### config.mk
export PLATFORM = sky130hd
export DESIGN_NAME = bmhq_seq
export DESIGN_NICKNAME = d
export VERILOG_FILES = /design/src/rtl/core/bmhq_pkg.sv /design/src/rtl/core/bmhq_cmp.sv /design/src/rtl/core/bmhq_seq.sv
export SDC_FILE = /design/constraint.sdc
export NUM_CORES = 1
export LEC_CHECK = 0
export BUFFER_PORTS_ARGS = -buffer_cell sky130_fd_sc_hd__buf_4
export CAP_MARGIN = 25
export CORE_MARGIN = 2
export CORE_UTILIZATION = 55
export CTS_CLUSTER_SIZE = 10
export DETAILED_ROUTE_END_ITERATION = 12
export MAX_ROUTING_LAYER = met4
export PLACE_DENSITY = 0.83
export REMOVE_ABC_BUFFERS = 1
export SKIP_CTS_REPAIR_TIMING = 1
export SLEW_MARGIN = 5
export SYNTH_ARGS = -nofsm -noshare
export SYNTH_HDL_FRONTEND = slang
export SYNTH_HIERARCHICAL = 1
export SYNTH_SLANG_ARGS = --single-unit
### constraint.sdc
create_clock -name aclk -period 7.2 [get_ports aclk]
set_clock_uncertainty 0.1 [all_clocks]
set_input_delay 0.36 -clock aclk [delete_from_list [all_inputs] [get_ports aclk]]
set_output_delay 0.36 -clock aclk [all_outputs]
set_load 0.1 [all_outputs]
### src/rtl/core/bmhq_pkg.sv
// shared types, constants and key conversion functions for the min-heap queue
`default_nettype none

package bmhq_pkg;

    localparam int CAPACITY  = 1023;
    localparam int KEY_WIDTH = 32;
    localparam int CNT_W     = $clog2(CAPACITY + 1);
    localparam int ADDR_W    = CNT_W;
    localparam int VALUE_W   = 32;
    localparam int COUNT_W   = 10;
    localparam int OUT_DATA_W = ((VALUE_W + COUNT_W + 7) / 8) * 8;

    typedef logic signed [KEY_WIDTH-1:0] key_t;
    typedef logic signed [VALUE_W-1:0]   value_t;
    typedef logic [CNT_W-1:0]            cnt_t;
    typedef logic [ADDR_W-1:0]           addr_t;

    typedef enum logic {
        CMD_PUSH = 1'b0,
        CMD_POP  = 1'b1
    } cmd_t;

    typedef enum logic [1:0] {
        ST_OK    = 2'd0,
        ST_FULL  = 2'd1,
        ST_EMPTY = 2'd2
    } status_t;

    typedef struct packed {
        logic  we;
        addr_t waddr;
        key_t  wdata;
        addr_t raddr_a;
        addr_t raddr_b;
    } mem_req_t;

    typedef struct packed {
        logic    valid;
        value_t  popped;
        status_t status;
        cnt_t    count;
    } res_t;

    function automatic key_t to_key(input value_t v);
        return key_t'(v);
    endfunction

    function automatic value_t from_key(input key_t k);
        return value_t'(k);
    endfunction

endpackage

`default_nettype wire

### src/rtl/core/bmhq_cmp.sv
// shared signed key comparator
`default_nettype none

module bmhq_cmp
    import bmhq_pkg::*;
(
    input  wire key_t a,
    input  wire key_t b,
    output logic      lt
);

    assign lt = (a < b);

endmodule

`default_nettype wire

### src/rtl/core/bmhq_seq.sv
// sift-up and sift-down sequencer driving the key store and the comparator
`default_nettype none

module bmhq_seq
    import bmhq_pkg::*;
(
    input  wire logic   aclk,
    input  wire logic   aresetn,
    input  wire logic   in_valid,
    output logic        in_ready,
    input  wire cmd_t   in_cmd,
    input  wire value_t in_value,
    input  wire logic   out_free,
    output res_t        res,
    output mem_req_t    mem_req,
    input  wire key_t   rdata_a,
    input  wire key_t   rdata_b
);

    typedef enum logic [8:0] {
        S_IDLE    = 9'b000000001,
        S_UP_RD   = 9'b000000010,
        S_UP_CMP  = 9'b000000100,
        S_POP_LD  = 9'b000001000,
        S_DN_RD   = 9'b000010000,
        S_DN_PICK = 9'b000100000,
        S_DN_CMP  = 9'b001000000,
        S_PUT     = 9'b010000000,
        S_DONE    = 9'b100000000
    } state_t;

    state_t  state_reg, state_next;
    cnt_t    cnt_reg, cnt_next;
    cnt_t    pos_reg, pos_next;
    key_t    key_reg, key_next;
    key_t    child_key_reg, child_key_next;
    cnt_t    child_pos_reg, child_pos_next;
    value_t  popped_reg, popped_next;
    status_t status_reg, status_next;

    key_t             cmp_a;
    key_t             cmp_b;
    logic             cmp_lt;
    logic [CNT_W:0]   lc;
    logic [CNT_W:0]   rc;
    logic             lc_ok;
    logic             rc_ok;
    logic             pick_b;

    bmhq_cmp u_cmp (
        .a  (cmp_a),
        .b  (cmp_b),
        .lt (cmp_lt)
    );

    assign lc     = {pos_reg, 1'b0};
    assign rc     = {pos_reg, 1'b1};
    assign lc_ok  = (lc <= {1'b0, cnt_reg});
    assign rc_ok  = (rc <= {1'b0, cnt_reg});
    assign pick_b = rc_ok && cmp_lt;

    always_comb begin
        cmp_a = key_reg;
        cmp_b = rdata_a;
        case (state_reg)
            S_DN_PICK: begin
                cmp_a = rdata_b;
                cmp_b = rdata_a;
            end
            S_DN_CMP: begin
                cmp_a = child_key_reg;
                cmp_b = key_reg;
            end
            default: begin
                cmp_a = key_reg;
                cmp_b = rdata_a;
            end
        endcase
    end

    always_comb begin
        state_next     = state_reg;
        cnt_next       = cnt_reg;
        pos_next       = pos_reg;
        key_next       = key_reg;
        child_key_next = child_key_reg;
        child_pos_next = child_pos_reg;
        popped_next    = popped_reg;
        status_next    = status_reg;
        mem_req        = '0;
        mem_req.raddr_a = addr_t'(1);
        mem_req.raddr_b = addr_t'(cnt_reg);
        case (state_reg)
            S_IDLE: begin
                if (in_valid) begin
                    popped_next = '0;
                    status_next = ST_OK;
                    if (in_cmd == CMD_PUSH) begin
                        if (cnt_reg == cnt_t'(CAPACITY)) begin
                            status_next = ST_FULL;
                            state_next  = S_DONE;
                        end else begin
                            cnt_next = cnt_reg + cnt_t'(1);
                            pos_next = cnt_reg + cnt_t'(1);
                            key_next = to_key(in_value);
                            if (cnt_reg == '0) begin
                                state_next = S_PUT;
                            end else begin
                                state_next = S_UP_RD;
                            end
                        end
                    end else begin
                        if (cnt_reg == '0) begin
                            status_next = ST_EMPTY;
                            state_next  = S_DONE;
                        end else begin
                            state_next = S_POP_LD;
                        end
                    end
                end
            end
            S_UP_RD: begin
                mem_req.raddr_a = addr_t'(pos_reg >> 1);
                state_next      = S_UP_CMP;
            end
            S_UP_CMP: begin
                if (cmp_lt) begin
                    mem_req.we    = 1'b1;
                    mem_req.waddr = addr_t'(pos_reg);
                    mem_req.wdata = rdata_a;
                    pos_next      = pos_reg >> 1;
                    if ((pos_reg >> 1) == cnt_t'(1)) begin
                        state_next = S_PUT;
                    end else begin
                        state_next = S_UP_RD;
                    end
                end else begin
                    state_next = S_PUT;
                end
            end
            S_POP_LD: begin
                popped_next = from_key(rdata_a);
                key_next    = rdata_b;
                cnt_next    = cnt_reg - cnt_t'(1);
                pos_next    = cnt_t'(1);
                state_next  = S_DN_RD;
            end
            S_DN_RD: begin
                mem_req.raddr_a = lc[ADDR_W-1:0];
                mem_req.raddr_b = rc[ADDR_W-1:0];
                if (lc_ok) begin
                    state_next = S_DN_PICK;
                end else begin
                    state_next = S_PUT;
                end
            end
            S_DN_PICK: begin
                child_key_next = pick_b ? rdata_b : rdata_a;
                child_pos_next = pick_b ? rc[CNT_W-1:0] : lc[CNT_W-1:0];
                state_next     = S_DN_CMP;
            end
            S_DN_CMP: begin
                if (cmp_lt) begin
                    mem_req.we    = 1'b1;
                    mem_req.waddr = addr_t'(pos_reg);
                    mem_req.wdata = child_key_reg;
                    pos_next      = child_pos_reg;
                    state_next    = S_DN_RD;
                end else begin
                    state_next = S_PUT;
                end
            end
            S_PUT: begin
                mem_req.we    = 1'b1;
                mem_req.waddr = addr_t'(pos_reg);
                mem_req.wdata = key_reg;
                state_next    = S_DONE;
            end
            S_DONE: begin
                if (out_free) begin
                    state_next = S_IDLE;
                end
            end
            default: begin
                state_next = S_IDLE;
            end
        endcase
    end

    always_ff @(posedge aclk) begin
        if (!aresetn) begin
            state_reg <= S_IDLE;
            cnt_reg   <= '0;
        end else begin
            state_reg <= state_next;
            cnt_reg   <= cnt_next;
        end
        pos_reg       <= pos_next;
        key_reg       <= key_next;
        child_key_reg <= child_key_next;
        child_pos_reg <= child_pos_next;
        popped_reg    <= popped_next;
        status_reg    <= status_next;
    end

    assign in_ready   = (state_reg == S_IDLE);
    assign res.valid  = (state_reg == S_DONE);
    assign res.popped = popped_reg;
    assign res.status = status_reg;
    assign res.count  = cnt_reg;

endmodule

`default_nettype wire

==> results of run 1 <==
-- worst min path at each step --
stage	startpoint	slack [ns]	depth (start not counted)	to
2_1_floorplan	aresetn	0.34	1	state_reg[0]
3_3_place_gp	child_pos_reg[9]	0.41	1	pos_reg[9]
3_5_place_dp	child_pos_reg[9]	0.41	1	pos_reg[9]
4_1_cts	in_value[4]	0.09	3	key_reg[4]
5_1_grt	in_value[14]	0.10	3	key_reg[14]
6_report	in_value[18]	0.1	3	key_reg[18]
-- tightest hold or removal path, stage by stage --
cell     delay [ns]
buf_4          0.08
nand2_1        0.04
nand2_1        0.05
-- power by group --
group	total, W	internal [W]	switching [W]
sequential	0.00124	0.00108	0.000162
combinational	0.00159	0.000400	0.00119
clock	0.000938	0.000580	0.000358
total	0.00377	0.00206	0.00171
-- cells in the final DEF, fill, tap and decap left out, types with 3 or more instances in the layout --
master,synthesis,layout
nor3_2,2,3
nand2b_1,9,9
buf_4,0,222
xnor2_1,9,9
nor2_1,25,23
o21ai_0,6,6
ha_1,43,43
a22o_1,3,3
and3_1,4,3
a21oi_1,18,18
nor4_1,6,6
o31ai_1,3,3
bufinv_16,0,4
nand3_1,14,13
and2_1,47,47
inv_1,58,58
clkbuf_16,0,17
a22oi_1,64,64
edfxtp_1,118,118
inv_6,0,3
mux2_1,29,29
a221o_1,3,3
a21o_1,5,5
nand4_1,14,14
a211oi_1,6,6
mux2_2,3,3
nand2_1,342,342
or3_1,5,5
clkinvlp_4,0,3
nor4_4,1,3
a222oi_1,7,7
dfxtp_1,19,19
a211o_1,3,3
or2_2,3,4
o21ai_1,24,23
nor3_1,11,10
nor2_2,2,4
mux2i_1,6,6
-- per-layer routing --
metal | routed length, um | vias up | share of wire | GRT usage
met2 | 13880 | 589 | 0.49 | 0.5547
met5 | 0 | - | 0 | -
met3 | 2725 | 98 | 0.096 | 0.05671
met4 | 1094 | 0 | 0.038 | 0.1486
li1 | - | 3967 | - | -
met1 | 10770 | 4160 | 0.38 | 0.3992
-- stage by stage --
step           hold WS, ns  instance area (um2)  setup TNS [ns]
6_report           0.09825                11330               0
5_1_grt             0.1014                11330               0
4_1_cts            0.08969                11330               0
3_5_place_dp        0.4100                10710               0
3_3_place_gp        0.4145                10710               0
2_1_floorplan       0.3400                 8696         -249.83
-- layout make-up --
| type | instances | area share |
|---|---|---|
| clock inverter | 15 | 0.01756 |
| inverter | 58 | 0.01921 |
| sequential | 137 | 0.3463 |
| clock buffer | 17 | 0.03754 |
| multi-input combinational | 763 | 0.4067 |
| tap | 216 | 0.02385 |
| timing repair buffer | 223 | 0.1489 |
-- cell families (layout without fill, tap and decap cells) --
kind of cell / after synthesis / count (layout) / share of synthesized area
AOI/OAI and AO/OA: 170 / 170 / 0.1392
xor gates and xnor gates: 9 / 9 / 0.008851
adders and majority gates: 43 / 43 / 0.06041
buffers and inverters: 113 / 313 / 0.04805
DFF: 137 / 137 / 0.4406
muxes: 38 / 38 / 0.04720
and+or+nand+nor: 503 / 503 / 0.2557
==> reports/summary.txt, run 1 <==
worst-margin pin slew - 1.018 ns
via count - 8814
DP Cell Count - 1397
RSZ-0062 raised after global routing - false
Worst Setup EP - mem_req[60]
cell with the most instances after synthesis - nand2_1
vias in the first global route - 8442
Netlist Area Pre-Place - 8906 um2
pre-CTS setup slack - 1.348 ns
ys async rst share - 0
Pre-antenna DRT Iters - 9
area grow syn2layout - 27.23%
Critical Path AT - 6.04 ns
Synth area leaders - edfxtp_1 (40%), nand2_1 (14%), ha_1 (6.0%)
synthesized area per cell - 8.792 um2
die area - 17230 um2
Max-Cap Viols - 0
Synth top area share - 0.3979
cell count after synthesis - 1013
CTS tree - done
cell depth of the worst setup path - 19
IO Port Bufs - 209
Clock Tree Buf Depth - 2
Root Buffer - clkbuf_16
Sequential Area - 3924 um2
final net count - 1344
Die H - 131.3 um
PwrDens - 332.8 nW/um2
CP bufs+invs - 4
Yosys cell types - 68
Setup crit end kind - primary output
DRT iter0 DRCs - 939
Post-synth top cells - nand2_1 (342), edfxtp_1 (118), a22oi_1 (64), inv_1 (58), clkbuf_1 (52)
layout cells sized above 1 - 0.2333
post-synthesis sequential area ratio - 0.4406
Leak - 5.190 nW
Post-DP HPWL - 19190 um
I/O pin total - 210
fin. max-slew vios - 0
YS warnings - 6
Clk pin slew, worst setup/hold paths - 0.06 ns
GRT Total Usage - 0.3331
RR Startpoint - state_reg[4]
wire length per cell - 19.92 um
Worst path top cell family by delay - simple AND/OR/NAND/NOR gates
crit share post-route - 0.9032
Core ar. - 15830 um2
# rows - 46
relative slew slack - 0.3155
worst stage delay on the critical path - 0.54 ns
Yosys reg bits - 137
die span in x - 131.3 um
Clk Latency, worst-skew pair - 0.43 ns
Top FF cell, synth - edfxtp_1
global-route wire length before repair - 44510 um
crit-path most repeated cell - buf_4
area leader, netlist - edfxtp_1
status - complete, no violations
initial antenna violation count - 0
initial core utilization - 0.5627
maximum vdd drop - 0.2769 mV
Post-DRT Antenna Nets - 0
CP max-delay cell - nor2_2
FMAX - 153.8 MHz
RD Place Congestion - 0.9049
CP Data Required Time - 6.74 ns
DRC - 0
Core Util, Final - 0.7159
critical setup path kind - reg -> out
crit path launch type - flip-flop
Reg2Reg Depth - 17
Finished Layout Cells - 1429
H-tree depth - 4
gr ovfl total - 0
fillers - 1169
Critical Path Source - state_reg[4]
CTS buffer count - 17
Setup-failing EPs final - 0
Post-synth EDFFs - 118
largest net degree at the start of global routing - 76
Via-to-Cell Ratio - 6.168
final hold viol count - 0
footprint of the multi-input gates - 4608 um2
cell chain of the critical path - nor3_1 -> and4_2 -> buf_4 -> nor2_2 -> buf_4 -> nand2_1 -> nand2_1 -> ha_1 -> a211oi_2 -> nor2_1 -> a211o_1 -> a311oi_2 -> o21ai_1 -> mux2i_1 -> inv_1 -> nor2_2 -> or3_1 -> and2_1 -> buf_4
Period minus WS final - 6.503 ns
FF-to-FF End - pos_reg[5]
post-route worst setup slack - 0.6971 ns
final WL - 28460 um
Ant. Diodes - 0
critical-path maximum fanout - 32
total power - 0.003770 W
CTS Sinks - 137
Hold Crit Class - in -> reg
r2r setup slk - 1.50 ns
No activity file was read; power rests on OpenSTA's default activity.
==> run 2: changes to the inputs <==
Clock period 7.2 ns to 6.5 ns, I/O delays scaled along.
==> run 2 against run 1 <==
Compared with the run above:
- flip-flop and latch count did not move
- count of clock-buffer cells in the layout rose by 2
- wire length fell by 0.74%
- clock power rose by 8%
- final cell count barely moved
- largest power group unchanged
- design area barely moved
==> reports/summary.txt, run 2 (same netlist as run 1, synthesis figures left out) <==
final hold viol count - 0 (unchanged)
Max-Cap Viols - 0 (unchanged)
maximum vdd drop - 0.3314 mV (was 0.2769 mV)
Sequential Area - 3924 um2 (unchanged)
crit path launch type - flip-flop (unchanged)
Pre-antenna DRT Iters - 6 (was 9)
H-tree depth - 4 (unchanged)
DP Cell Count - 1398 (was 1397)
DRT iter0 DRCs - 1086 (was 939)
gr ovfl total - 0 (unchanged)
crit share post-route - 0.9341
CTS buffer count - 17 (unchanged)
initial core utilization - 0.5627 (unchanged)
Core Util, Final - 0.7163 (was 0.7159)
Period minus WS final - 6.072 ns
FMAX - 164.7 MHz
critical setup path kind - reg -> out (unchanged)
pre-CTS setup slack - 1.088 ns (was 1.348 ns)
critical-path maximum fanout - 75 (was 32)
Post-DP HPWL - 19270 um (was 19190 um)
DRC - 0 (unchanged)
die area - 17230 um2 (unchanged)
Clock Tree Buf Depth - 2 (unchanged)
final WL - 28250 um (was 28460 um)
Core ar. - 15830 um2 (unchanged)
largest net degree at the start of global routing - 83 (was 76)
layout cells sized above 1 - 0.2331 (was 0.2333)
IO Port Bufs - 209 (unchanged)
Leak - 5.199 nW (was 5.190 nW)
vias in the first global route - 8554 (was 8442)
HP Start - in_value[22] (was in_value[18])
Die H - 131.3 um (unchanged)
final net count - 1345 (was 1344)
Setup-failing EPs final - 0 (unchanged)
status - complete, no violations (unchanged)
# rows - 46 (unchanged)
Post-DRT Antenna Nets - 0 (unchanged)
Clk pin slew, worst setup/hold paths - 0.06 ns (about the same)
Clk Latency, worst-skew pair - 0.43 ns (about the same)
PwrDens - 365.8 nW/um2 (was 332.8 nW/um2)
GRT Total Usage - 0.3345 (was 0.3331)
CP Data Required Time - 6.07 ns (was 6.74 ns)
Setup crit end kind - primary output (unchanged)
relative slew slack - 0.3658 (was 0.3155)
footprint of the multi-input gates - 4608 um2 (unchanged)
Root Buffer - clkbuf_16 (unchanged)
Ant. Diodes - 0 (unchanged)
via count - 8746 (was 8814)
I/O pin total - 210 (unchanged)
post-route worst setup slack - 0.4282 ns (was 0.6971 ns)
initial antenna violation count - 0 (unchanged)
commonest non-fill, non-tap cell in the layout - nand2_1 (unchanged)
Critical Path AT - 5.65 ns (was 6.04 ns)
Critical Path Source - state_reg[2] (was state_reg[4])
Finished Layout Cells - 1430 (was 1429)
global-route wire length before repair - 44700 um (was 44510 um)
CTS tree - done (unchanged)
area grow syn2layout - 27.30% (was 27.23%)
RD Place Congestion - 0.9275 (was 0.9049)
RSZ-0062 raised after global routing - false (unchanged)
most frequent cells in the layout - nand2_1 (342), buf_4 (222), edfxtp_1 (118) (unchanged)
die span in x - 131.3 um (unchanged)
fin. max-slew vios - 0 (unchanged)
wire length per cell - 19.75 um (was 19.92 um)
CTS Sinks - 137 (unchanged)
RR Startpoint - state_reg[2] (was state_reg[4])
Hold Crit Class - in -> reg (unchanged)
fillers - 1187 (was 1169)
worst-margin pin slew - 0.9434 ns (was 1.018 ns)
Via-to-Cell Ratio - 6.116 (was 6.168)
## run 2: cell count changes in the layout (fill, tap and decap cells not counted), sizes merged
cell	before	now
inv	61	58
clkinvlp	3	1
clkbuf	17	19
clkinv	5	8
buf	223	224
## run 2: per-stage QoR
stage / hold WS (ns) / cell area (um2) / setup TNS, ns / power, W
finish: 0.05698 / 11340 / 0 / 0.004147
global route: 0.06047 / 11340 / 0 / 0.004284
CTS: 0.05550 / 11340 / 0 / 0.004129
detailed placement: 0.4254 / 10730 / 0 / 0.003127
global placement: 0.4113 / 10730 / 0 / 0.003094
floorplan: 0.3050 / 8696 / -310.63 / 0.002622
## run 2: final cells by class
| type | count | area share |
|---|---|---|
| repair buffers | 224 | 0.1505 |
| inverters | 58 | 0.01920 |
| clock buffers | 19 | 0.03819 |
| flip-flops and latches | 137 | 0.3461 |
| well taps | 216 | 0.02384 |
| clock inverters | 13 | 0.01567 |
| multi-input cells | 763 | 0.4065 |
## run 2: path summary, 6_finish.rpt
kind                               endpoint  slack [ns]  cells past startpoint
worst max-delay path            mem_req[60]        0.43                     18
worst min-delay path            key_reg[22]        0.06                      3
worst max register to register   pos_reg[7]        1.29                     16
worst min register to register   pos_reg[9]        0.44                      1
## run 2: metal layers
metal  track usage  vias up  routed length, um
met5             -        -                  0
met4        0.1455        0                985
met3       0.06906       93               2719
met2        0.5538      591              13940
met1        0.3976     4102              10600
li1              -     3960                  -
## run 2: power breakdown
part | switching [W] | internal, W
clock network | 0.000372 | 0.000638
registers | 0.000180 | 0.00119
logic | 0.00132 | 0.000446
total | 0.00187 | 0.00228
## run 2: critical path: stages, from the launching register on
cell,delay [ns]
dfxtp_1,0.35
or3_1,0.54
nor4_4,0.37
buf_12,0.39
a22oi_1,0.12
nand2_1,0.09
ha_1,0.26
a21oi_1,0.20
a21boi_1,0.11
o21bai_1,0.15
a31oi_1,0.10
or4b_1,0.55
mux2i_1,0.15
buf_4,0.16
inv_1,0.19
nor4_4,0.49
or3_1,0.41
and2_1,0.24
buf_4,0.31
